==> src/rtl/fspc_pkg.sv <==
// shared constants, codes and types of the frustum sphere cull block
package fspc_pkg;

    localparam int COORD_WIDTH_DEF    = 16;
    localparam int AXIS_FRAC_BITS_DEF = 14;

    // fraction bits of the q4.12 scale registers
    localparam int Q412_FRAC = 12;

    // near, far, tangent, ratio and widening factors are 16-bit fields
    localparam int HALF_W = 16;
    localparam int SCALE_PROD_W = 2 * HALF_W;

    // queue between projection and classification
    localparam int QUEUE_DEPTH = 4;
    localparam int QPTR_W      = $clog2(QUEUE_DEPTH);
    localparam int QCNT_W      = $clog2(QUEUE_DEPTH + 1);

    localparam int CFG_INDEX_W = 3;

    typedef enum logic [CFG_INDEX_W-1:0] {
        CFG_CAMERA_POSITION  = 3'd0,
        CFG_VIEW_AXIS_BACK   = 3'd1,
        CFG_VIEW_AXIS_RIGHT  = 3'd2,
        CFG_VIEW_AXIS_UP     = 3'd3,
        CFG_NEAR_FAR         = 3'd4,
        CFG_TAN_HALF_FOV     = 3'd5,
        CFG_ASPECT_RATIO     = 3'd6,
        CFG_SPHERE_WIDEN     = 3'd7
    } fspc_cfg_index_t;

    typedef enum logic [1:0] {
        VERDICT_OUTSIDE   = 2'd0,
        VERDICT_INSIDE    = 2'd1,
        VERDICT_INTERSECT = 2'd2
    } fspc_verdict_t;

    // depth and side scale values used by the classifier
    typedef struct packed {
        logic [HALF_W-1:0]       near_dist;
        logic [HALF_W-1:0]       far_dist;
        logic [HALF_W-1:0]       tan_fov;
        logic [SCALE_PROD_W-1:0] tan_ratio;
        logic [HALF_W-1:0]       widen_h;
        logic [HALF_W-1:0]       widen_v;
    } fspc_scale_t;

    // queue status seen by both sides
    typedef struct packed {
        logic              empty;
        logic [QCNT_W-1:0] count;
    } fspc_q_stat_t;

endpackage

==> src/rtl/fspc_queue.sv <==
// short fifo between the projection front end and the classifier
module fspc_queue #(
    parameter int WIDTH = 8
) (
    input  logic                   clk,
    input  logic                   rst_n,
    input  logic                   push,
    input  logic [WIDTH-1:0]       wdata,
    input  logic                   pop,
    output logic [WIDTH-1:0]       rdata,
    output fspc_pkg::fspc_q_stat_t stat
);
    import fspc_pkg::*;

    logic [WIDTH-1:0]  mem_reg [QUEUE_DEPTH];
    logic [QPTR_W-1:0] wr_ptr_reg;
    logic [QPTR_W-1:0] wr_ptr_next;
    logic [QPTR_W-1:0] rd_ptr_reg;
    logic [QPTR_W-1:0] rd_ptr_next;
    logic [QCNT_W-1:0] count_reg;
    logic [QCNT_W-1:0] count_next;

    always_comb
    begin
        wr_ptr_next = wr_ptr_reg;
        rd_ptr_next = rd_ptr_reg;
        if (push)
        begin
            wr_ptr_next = (wr_ptr_reg == QPTR_W'(QUEUE_DEPTH - 1)) ? '0 : wr_ptr_reg + 1'b1;
        end
        if (pop)
        begin
            rd_ptr_next = (rd_ptr_reg == QPTR_W'(QUEUE_DEPTH - 1)) ? '0 : rd_ptr_reg + 1'b1;
        end
        count_next = count_reg + QCNT_W'(push) - QCNT_W'(pop);
    end

    always_ff @(posedge clk or negedge rst_n)
    begin
        if (!rst_n)
        begin
            wr_ptr_reg <= '0;
            rd_ptr_reg <= '0;
            count_reg  <= '0;
        end
        else
        begin
            wr_ptr_reg <= wr_ptr_next;
            rd_ptr_reg <= rd_ptr_next;
            count_reg  <= count_next;
        end
    end

    always_ff @(posedge clk)
    begin
        if (push)
        begin
            mem_reg[wr_ptr_reg] <= wdata;
        end
    end

    assign rdata      = mem_reg[rd_ptr_reg];
    assign stat.count = count_reg;
    assign stat.empty = (count_reg == '0);

endmodule

==> config.mk <==
export PLATFORM = sky130hd
export DESIGN_NAME = fspc_queue
export DESIGN_NICKNAME = d
export VERILOG_FILES = /design/src/rtl/fspc_pkg.sv /design/src/rtl/fspc_queue.sv
export SDC_FILE = /design/constraint.sdc
export NUM_CORES = 1
export LEC_CHECK = 0
export ABC_AREA = 1
export ABC_CLOCK_PERIOD_IN_PS = 1900
export BUFFER_PORTS_ARGS = -buffer_cell sky130_fd_sc_hd__buf_2
export CAP_MARGIN = 10
export CORE_ASPECT_RATIO = 0.8
export CORE_MARGIN = 3
export CORE_UTILIZATION = 54
export CTS_CLUSTER_SIZE = 20
export DETAILED_ROUTE_END_ITERATION = 10
export PLACE_DENSITY = 0.8
export SLEW_MARGIN = 20
export SYNTH_ARGS = -nofsm -noshare
export SYNTH_HDL_FRONTEND = slang
export SYNTH_SLANG_ARGS = --single-unit
export TNS_END_PERCENT = 1
==> constraint.sdc <==
create_clock -name clk -period 1.9 [get_ports clk]
set_input_delay 0.19 -clock clk [delete_from_list [all_inputs] [get_ports clk]]
set_output_delay 0.19 -clock clk [all_outputs]
set_load 0.02 [all_outputs]
== Yosys cells after proc, flatten, opt, wreduce, memory -nomap -nowiden ==
Memories as Yosys holds them, arrays and structs flattened.
Index checks and enable logic that the tools add are counted.

* Reductions and logical operators: 1
* $add $sub $neg: 4
* Equality and inequality tests: 2
* Muxes and demuxes: 4

{| class="wikitable"
|+ Operators with widths
! cell !! count
|-
| 2-bit by 1-bit adder with 2-bit output (second input constant) || 2
|-
| 2-bit == test (second input constant) || 2
|-
| 2-bit two-way mux || 2
|-
| 3-bit by 1-bit adder with 3-bit output || 1
|-
| 3-bit logical NOT || 1
|-
| 3-bit by 1-bit subtractor with 3-bit output || 1
|-
| 1-bit two-way mux || 2
|}

* Register bits: 7
* Memories kept: 1
* Input port bits: 12
* Bits in writable memories: 32

{| class="wikitable"
|+ Memories
! memory !! depth !! bits a word !! read ports !! clocked after memory_dff !! wr ports !! line !! RTL
|-
| mem_reg || 4 || 8 || 1 || 0 || 1 || fspc_queue.sv:15 || <nowiki>logic [WIDTH-1:0] mem_reg [QUEUE_DEPTH];</nowiki>
|}

== Longest topological paths before layout ==
* Word-level depth: 2
* Depth in mapped cells: 9
* Depth with buffers taken out: 9

== Worst setup path before layout ==
No wires, ideal clock.

* Path type: register -> register
* Start: reg count_reg[0]
* End: reg count_reg[2]
* Library setup time: 0.117 ns
* Path slack: 0.306 ns
* Arrival time: 1.478 ns
* Data required time: 1.783 ns
* Stages on the path, launching flop included: 9
* Path through: dfrtp_1 -> inv_1 -> ha_1 -> inv_1 -> ha_1 -> inv_1 -> fa_1 -> nand3_1 -> nand2_1

* Word-level cells in the longest chain between the ends: 2

{| class="wikitable"
|+ RTL lines
! element !! line !! RTL
|-
| start: declaration || fspc_queue.sv:20 || <nowiki>logic [QCNT_W-1:0] count_reg;</nowiki>
|-
| start signal: assignment || fspc_queue.sv:50 || <nowiki>count_reg <= count_next;</nowiki>
|-
| 3-bit by 1-bit adder with 3-bit output || fspc_queue.sv:35 || <nowiki>count_next = count_reg + QCNT_W'(push) - QCNT_W'(pop);</nowiki>
|-
| 3-bit by 1-bit subtractor with 3-bit output || fspc_queue.sv:35 ||
|-
| net count_next[2] || fspc_queue.sv:21 || <nowiki>logic [QCNT_W-1:0] count_next;</nowiki>
|}

The timed path passes the listed nets, and every way through them passes these cells.
A chain may end at the register's enable or synchronous reset.

== Final worst setup path ==
* Start: reg rd_ptr_reg[0]
* End: out rdata[3]

* Word-level cells in the longest chain between the ends: 1

{| class="wikitable"
|+ RTL lines
! element !! line !! RTL
|-
| start: declaration || fspc_queue.sv:18 || <nowiki>logic [QPTR_W-1:0] rd_ptr_reg;</nowiki>
|-
| start signal: assignment || fspc_queue.sv:49 || <nowiki>rd_ptr_reg <= rd_ptr_next;</nowiki>
|-
| memory read 4 x 8 bit || - ||
|-
| end: declaration || fspc_queue.sv:10 || <nowiki>output logic [WIDTH-1:0] rdata,</nowiki>
|}

Every way passes these cells.

==> impl_results.html <==
<table>
<tr><th>Metric</th><th>Value</th></tr>
<tr><th colspan="2">Final layout</th></tr>
<tr><td>Multi-input gate area in the final layout</td><td>about 420 um^2</td></tr>
<tr><td>Fill cell instance count of the final layout</td><td>220</td></tr>
<tr><td>Area taken by flip-flops and latches</td><td>about 1100 um^2</td></tr>
<tr><td>Share of post-route cells with drive strength above 1</td><td>approximately 17%</td></tr>
<tr><td>Number of nets in the finished design</td><td>about 220</td></tr>
<tr><td>Max reg flops</td><td>32</td></tr>
<tr><td>Number of diodes added for antenna fixing</td><td>0</td></tr>
<tr><td>Final Core Density</td><td>between 60% and 70%</td></tr>
<tr><td>Count of non-filler cells in the finished layout</td><td>~240</td></tr>
<tr><td>Area growth, synth to finish</td><td>14.5%</td></tr>
<tr><th colspan="2">Synth</th></tr>
<tr><td>Number of synthesized register bits</td><td>39</td></tr>
<tr><td>Area of the mapped netlist</td><td>about 1800 um^2</td></tr>
<tr><td>Commonest register cell after synthesis</td><td>sky130_fd_sc_hd__edfxtp_1</td></tr>
<tr><td>Most instantiated library cell after synthesis</td><td>sky130_fd_sc_hd__nand2_1</td></tr>
<tr><td>Top area cells in the synthesized netlist</td><td>sky130_fd_sc_hd__edfxtp_1 (54%), sky130_fd_sc_hd__nand2_1 (11%), sky130_fd_sc_hd__dfrtp_1 (9.9%)</td></tr>
<tr><td>Synth top cells by count</td><td>sky130_fd_sc_hd__nand2_1 (53), sky130_fd_sc_hd__inv_1 (45), sky130_fd_sc_hd__edfxtp_1 (32), sky130_fd_sc_hd__nand3_1 (17)</td></tr>
<tr><td>Fraction of registers with async set/reset</td><td>between 10% and 20%</td></tr>
<tr><td>Post-synthesis instance total</td><td>around 180</td></tr>
<tr><td>Syn avg cell area</td><td>10.1 um^2</td></tr>
<tr><td>Syn nets</td><td>a little under 200</td></tr>
<tr><td>Synth area leader</td><td>sky130_fd_sc_hd__edfxtp_1</td></tr>
<tr><td>Post-synth cell types</td><td>16</td></tr>
<tr><td>Count of yosys warnings during synthesis</td><td>0</td></tr>
<tr><td>Number of enable-type register cells in the synthesized netlist</td><td>32</td></tr>
<tr><td>Sequential share of the synthesized area</td><td>~64%</td></tr>
<tr><td>Area share of the largest cell type after synthesis</td><td>54.2%</td></tr>
<tr><th colspan="2">Floorplan</th></tr>
<tr><td>Width of the die</td><td>between 70 and 80 um</td></tr>
<tr><td>Floorplan die height</td><td>roughly 57 um</td></tr>
<tr><td>I/O pin count</td><td>24</td></tr>
<tr><td>Die outline area</td><td>4010 um^2</td></tr>
<tr><td>Core footprint</td><td>approximately 3000 um^2</td></tr>
<tr><td>Initial standard-cell utilization of the core</td><td>between 60 and 70%</td></tr>
<tr><td>Total number of placement rows</td><td>17</td></tr>
<tr><th colspan="2">Timing</th></tr>
<tr><td>Clock skew</td><td>between 0.004 and 0.005 ns</td></tr>
<tr><td>Accumulated negative setup slack</td><td>0 ns</td></tr>
<tr><td>Final setup fails</td><td>0</td></tr>
<tr><td>Final-report hold violation count</td><td>0</td></tr>
<tr><td>RSZ-0062 raised after global routing</td><td>false</td></tr>
<tr><td>Crit share post-route</td><td>a little under nine tenths</td></tr>
<tr><td>Max frequency</td><td>~610 MHz</td></tr>
<tr><td>Pins over their slew limit</td><td>0</td></tr>
<tr><td>Post-route minimum period</td><td>1.64 ns</td></tr>
<tr><td>Slew of the pin with the lowest slew margin</td><td>between 0.4 and 0.5 ns</td></tr>
<tr><td>Slew margin rel.</td><td>72.8%</td></tr>
<tr><td>Final worst-path setup slack</td><td>roughly 0.26 ns</td></tr>
<tr><th colspan="2">Setup path</th></tr>
<tr><td>Arrival time at the worst endpoint</td><td>1.45 ns</td></tr>
<tr><td>Cell type group with the largest total delay on the critical path</td><td>flip-flops</td></tr>
<tr><td>Path depth of the worst reg2reg path</td><td>8</td></tr>
<tr><td>Delay of the slowest cell on the worst path</td><td>0.55 ns</td></tr>
<tr><td>Cells traversed along the worst timing path</td><td>buf_4 &gt; nand2_1 &gt; nand3_1 &gt; nand2_1 &gt; buf_2</td></tr>
<tr><td>Buffers plus inverters on the worst setup path</td><td>2</td></tr>
<tr><td>Maximum fanout encountered on the critical timing path</td><td>11</td></tr>
<tr><td>Sort of element at the end of the critical path</td><td>output port</td></tr>
<tr><td>Logic depth of the worst setup path including buffers</td><td>5</td></tr>
<tr><td>Worst setup path class</td><td>reg2out</td></tr>
<tr><td>Startpoint Class</td><td>flip-flop</td></tr>
<tr><td>Worst Path Required</td><td>1.71 ns</td></tr>
<tr><td>Most prevalent standard cell on the critical path</td><td>sky130_fd_sc_hd__nand2_1</td></tr>
<tr><td>Master of the slowest instance on the critical path</td><td>sky130_fd_sc_hd__dfrtp_1</td></tr>
<tr><th colspan="2">Route</th></tr>
<tr><td>DRT Wirelength</td><td>between 2000 and 3000 um</td></tr>
<tr><td>Drt initial violations</td><td>70</td></tr>
<tr><td>Vias/cell</td><td>approximately 4.8</td></tr>
<tr><td>DRC violation count after routing</td><td>0</td></tr>
<tr><td>Pre-antenna DRT Iters</td><td>4</td></tr>
<tr><td>Vias after detailed routing</td><td>between 1k and 1.5k</td></tr>
<tr><td>Wirelength per Cell</td><td>between 10 and 15 um</td></tr>
<tr><td>Remaining antenna violation count after routing</td><td>0</td></tr>
<tr><th colspan="2">GRT</th></tr>
<tr><td>Maximum number of pins on one net before global-route repair</td><td>18</td></tr>
<tr><td>Vias in the first global route</td><td>1097</td></tr>
<tr><td>Overall track demand over capacity in global routing</td><td>roughly 16%</td></tr>
<tr><td>Number of antenna violations at the first check in global routing</td><td>0</td></tr>
<tr><td>Global-route wire length before repair</td><td>4770 um</td></tr>
<tr><td>Residual overflow from global routing</td><td>0</td></tr>
<tr><th colspan="2">CTS</th></tr>
<tr><td>Maximum level of the CTS H-tree</td><td>2</td></tr>
<tr><td>Clk pin slew, worst setup/hold paths</td><td>0.07 ns</td></tr>
<tr><td>Clock tree from TritonCTS</td><td>built</td></tr>
<tr><td>CTS buffer count</td><td>5</td></tr>
<tr><td>Clock latency reported for the late side of the worst-skew pair</td><td>between 0.2 and 0.3 ns</td></tr>
<tr><td>CTS resizes</td><td>0</td></tr>
<tr><td>Clock sink count</td><td>39</td></tr>
<tr><td>CTS Buffer Depth</td><td>2</td></tr>
<tr><td>Clock root buffer</td><td>sky130_fd_sc_hd__clkbuf_8</td></tr>
<tr><th colspan="2">Place</th></tr>
<tr><td>Worst slack, placed</td><td>0.350 ns</td></tr>
<tr><td>Number of I/O port buffers</td><td>23</td></tr>
<tr><td>Number of instances in the placed design</td><td>233</td></tr>
<tr><td>HPWL after detailed placement</td><td>slightly above 2000 um</td></tr>
<tr><td>RePlAce Congestion</td><td>0.743</td></tr>
<tr><th colspan="2">Power and ir drop</th></tr>
<tr><td>Pleak</td><td>slightly above 1 nW</td></tr>
<tr><td>Worst vdd ir</td><td>0.916 mV</td></tr>
<tr><td>Overall power</td><td>approximately 0.0030 W</td></tr>
<tr><td>Total power divided by cell area</td><td>1470 nW/um^2</td></tr>
<tr><th colspan="2">Worst hold path</th></tr>
<tr><td>Class of the tightest hold or removal check</td><td>in2reg</td></tr>
<tr><td>Instance count along the most critical hold path</td><td>1</td></tr>
<tr><th colspan="2">Outcome</th></tr>
<tr><td>Result of the run</td><td>complete, no violations</td></tr>
<tr><th colspan="2">Run</th></tr>
<tr><td>Max cap viols</td><td>0</td></tr>
</table>
worst paths after layout:
kind,startpoint,end,slack [ns]
min,wdata[6],mem_reg[0][6],0.11
max,rd_ptr_reg[0],rdata[3],0.26
min in group asynchronous,rst_n,rd_ptr_reg[1],0.31
max in group asynchronous,rst_n,count_reg[0],1.43
max reg2reg,count_reg[0],count_reg[2],0.35
min reg2reg,wr_ptr_reg[1],wr_ptr_reg[1],0.61
worst register-to-register path: stages, from the launching register on:
cell and delay, ns:
sky130_fd_sc_hd__dfrtp_1 0.37, sky130_fd_sc_hd__inv_1 0.05, sky130_fd_sc_hd__ha_1 0.26, sky130_fd_sc_hd__inv_1 0.06, sky130_fd_sc_hd__ha_1 0.14, sky130_fd_sc_hd__inv_1 0.05, sky130_fd_sc_hd__fa_1 0.37, sky130_fd_sc_hd__nand3_1 0.09
sky130_fd_sc_hd__nand2_1 0.05
logic make-up (layout without fill, tap and decap cells):
logic type	count (synthesis)	in the layout	synth area share, %
flops	39	39	64.0
buf+inv	51	80	12.1
fa+ha+maj	8	8	6.06
compound gates	4	4	1.13
simple gates	73	73	16.7
through the flow:
stage | hold slack, ns | cell area [um^2]
2_1_floorplan | -0.106 | 1770
3_3_place_gp | 0.0305 | 1910
3_5_place_dp | 0.0349 | 1910
4_1_cts | 0.102 | 2030
5_1_grt | 0.107 | 2030
6_report | 0.111 | 2030
routing by layer:
metal	part of all wire [%]	GRT usage (%)	vias up
li1	-	-	590
met1	41	17.7	537
met2	51	27.7	29
met3	6.3	6.16	6
met4	2.0	8.20	0
met5	0	0	-
cell usage in the layout, fill, tap and decap left out, types with 2 or more instances in the layout:
cell,count
sky130_fd_sc_hd__dfrtp_1,7
sky130_fd_sc_hd__nand2_1,53
sky130_fd_sc_hd__clkbuf_8,5
sky130_fd_sc_hd__inv_1,45
sky130_fd_sc_hd__nand3_1,17
sky130_fd_sc_hd__edfxtp_1,32
sky130_fd_sc_hd__buf_2,23
sky130_fd_sc_hd__nor2_1,2
sky130_fd_sc_hd__o21ai_0,3
sky130_fd_sc_hd__ha_1,7
where the power goes:
part	internal [W]	switching, W	total (W)
sequential	0.00112	0.000144	0.00127
combinational	0.000354	0.000709	0.00106
clock	0.000390	0.000269	0.000659
total	0.00187	0.00112	0.00299
layout make-up:
cell class / instances / area share, %
sequential: 39 / 55.9
timing repair buffer: 25 / 6.53
inverter: 47 / 8.81
clock buffer: 5 / 3.39
multi-input combinational: 85 / 20.9
clock inverter: 3 / 2.16
tap: 38 / 2.34
timing repair:
action,in CTS,in global routing
setup buffers,0,0
hold endpoints to repair,7,0
hold buffers,1,0
No activity file was read; power rests on OpenSTA's default activity.
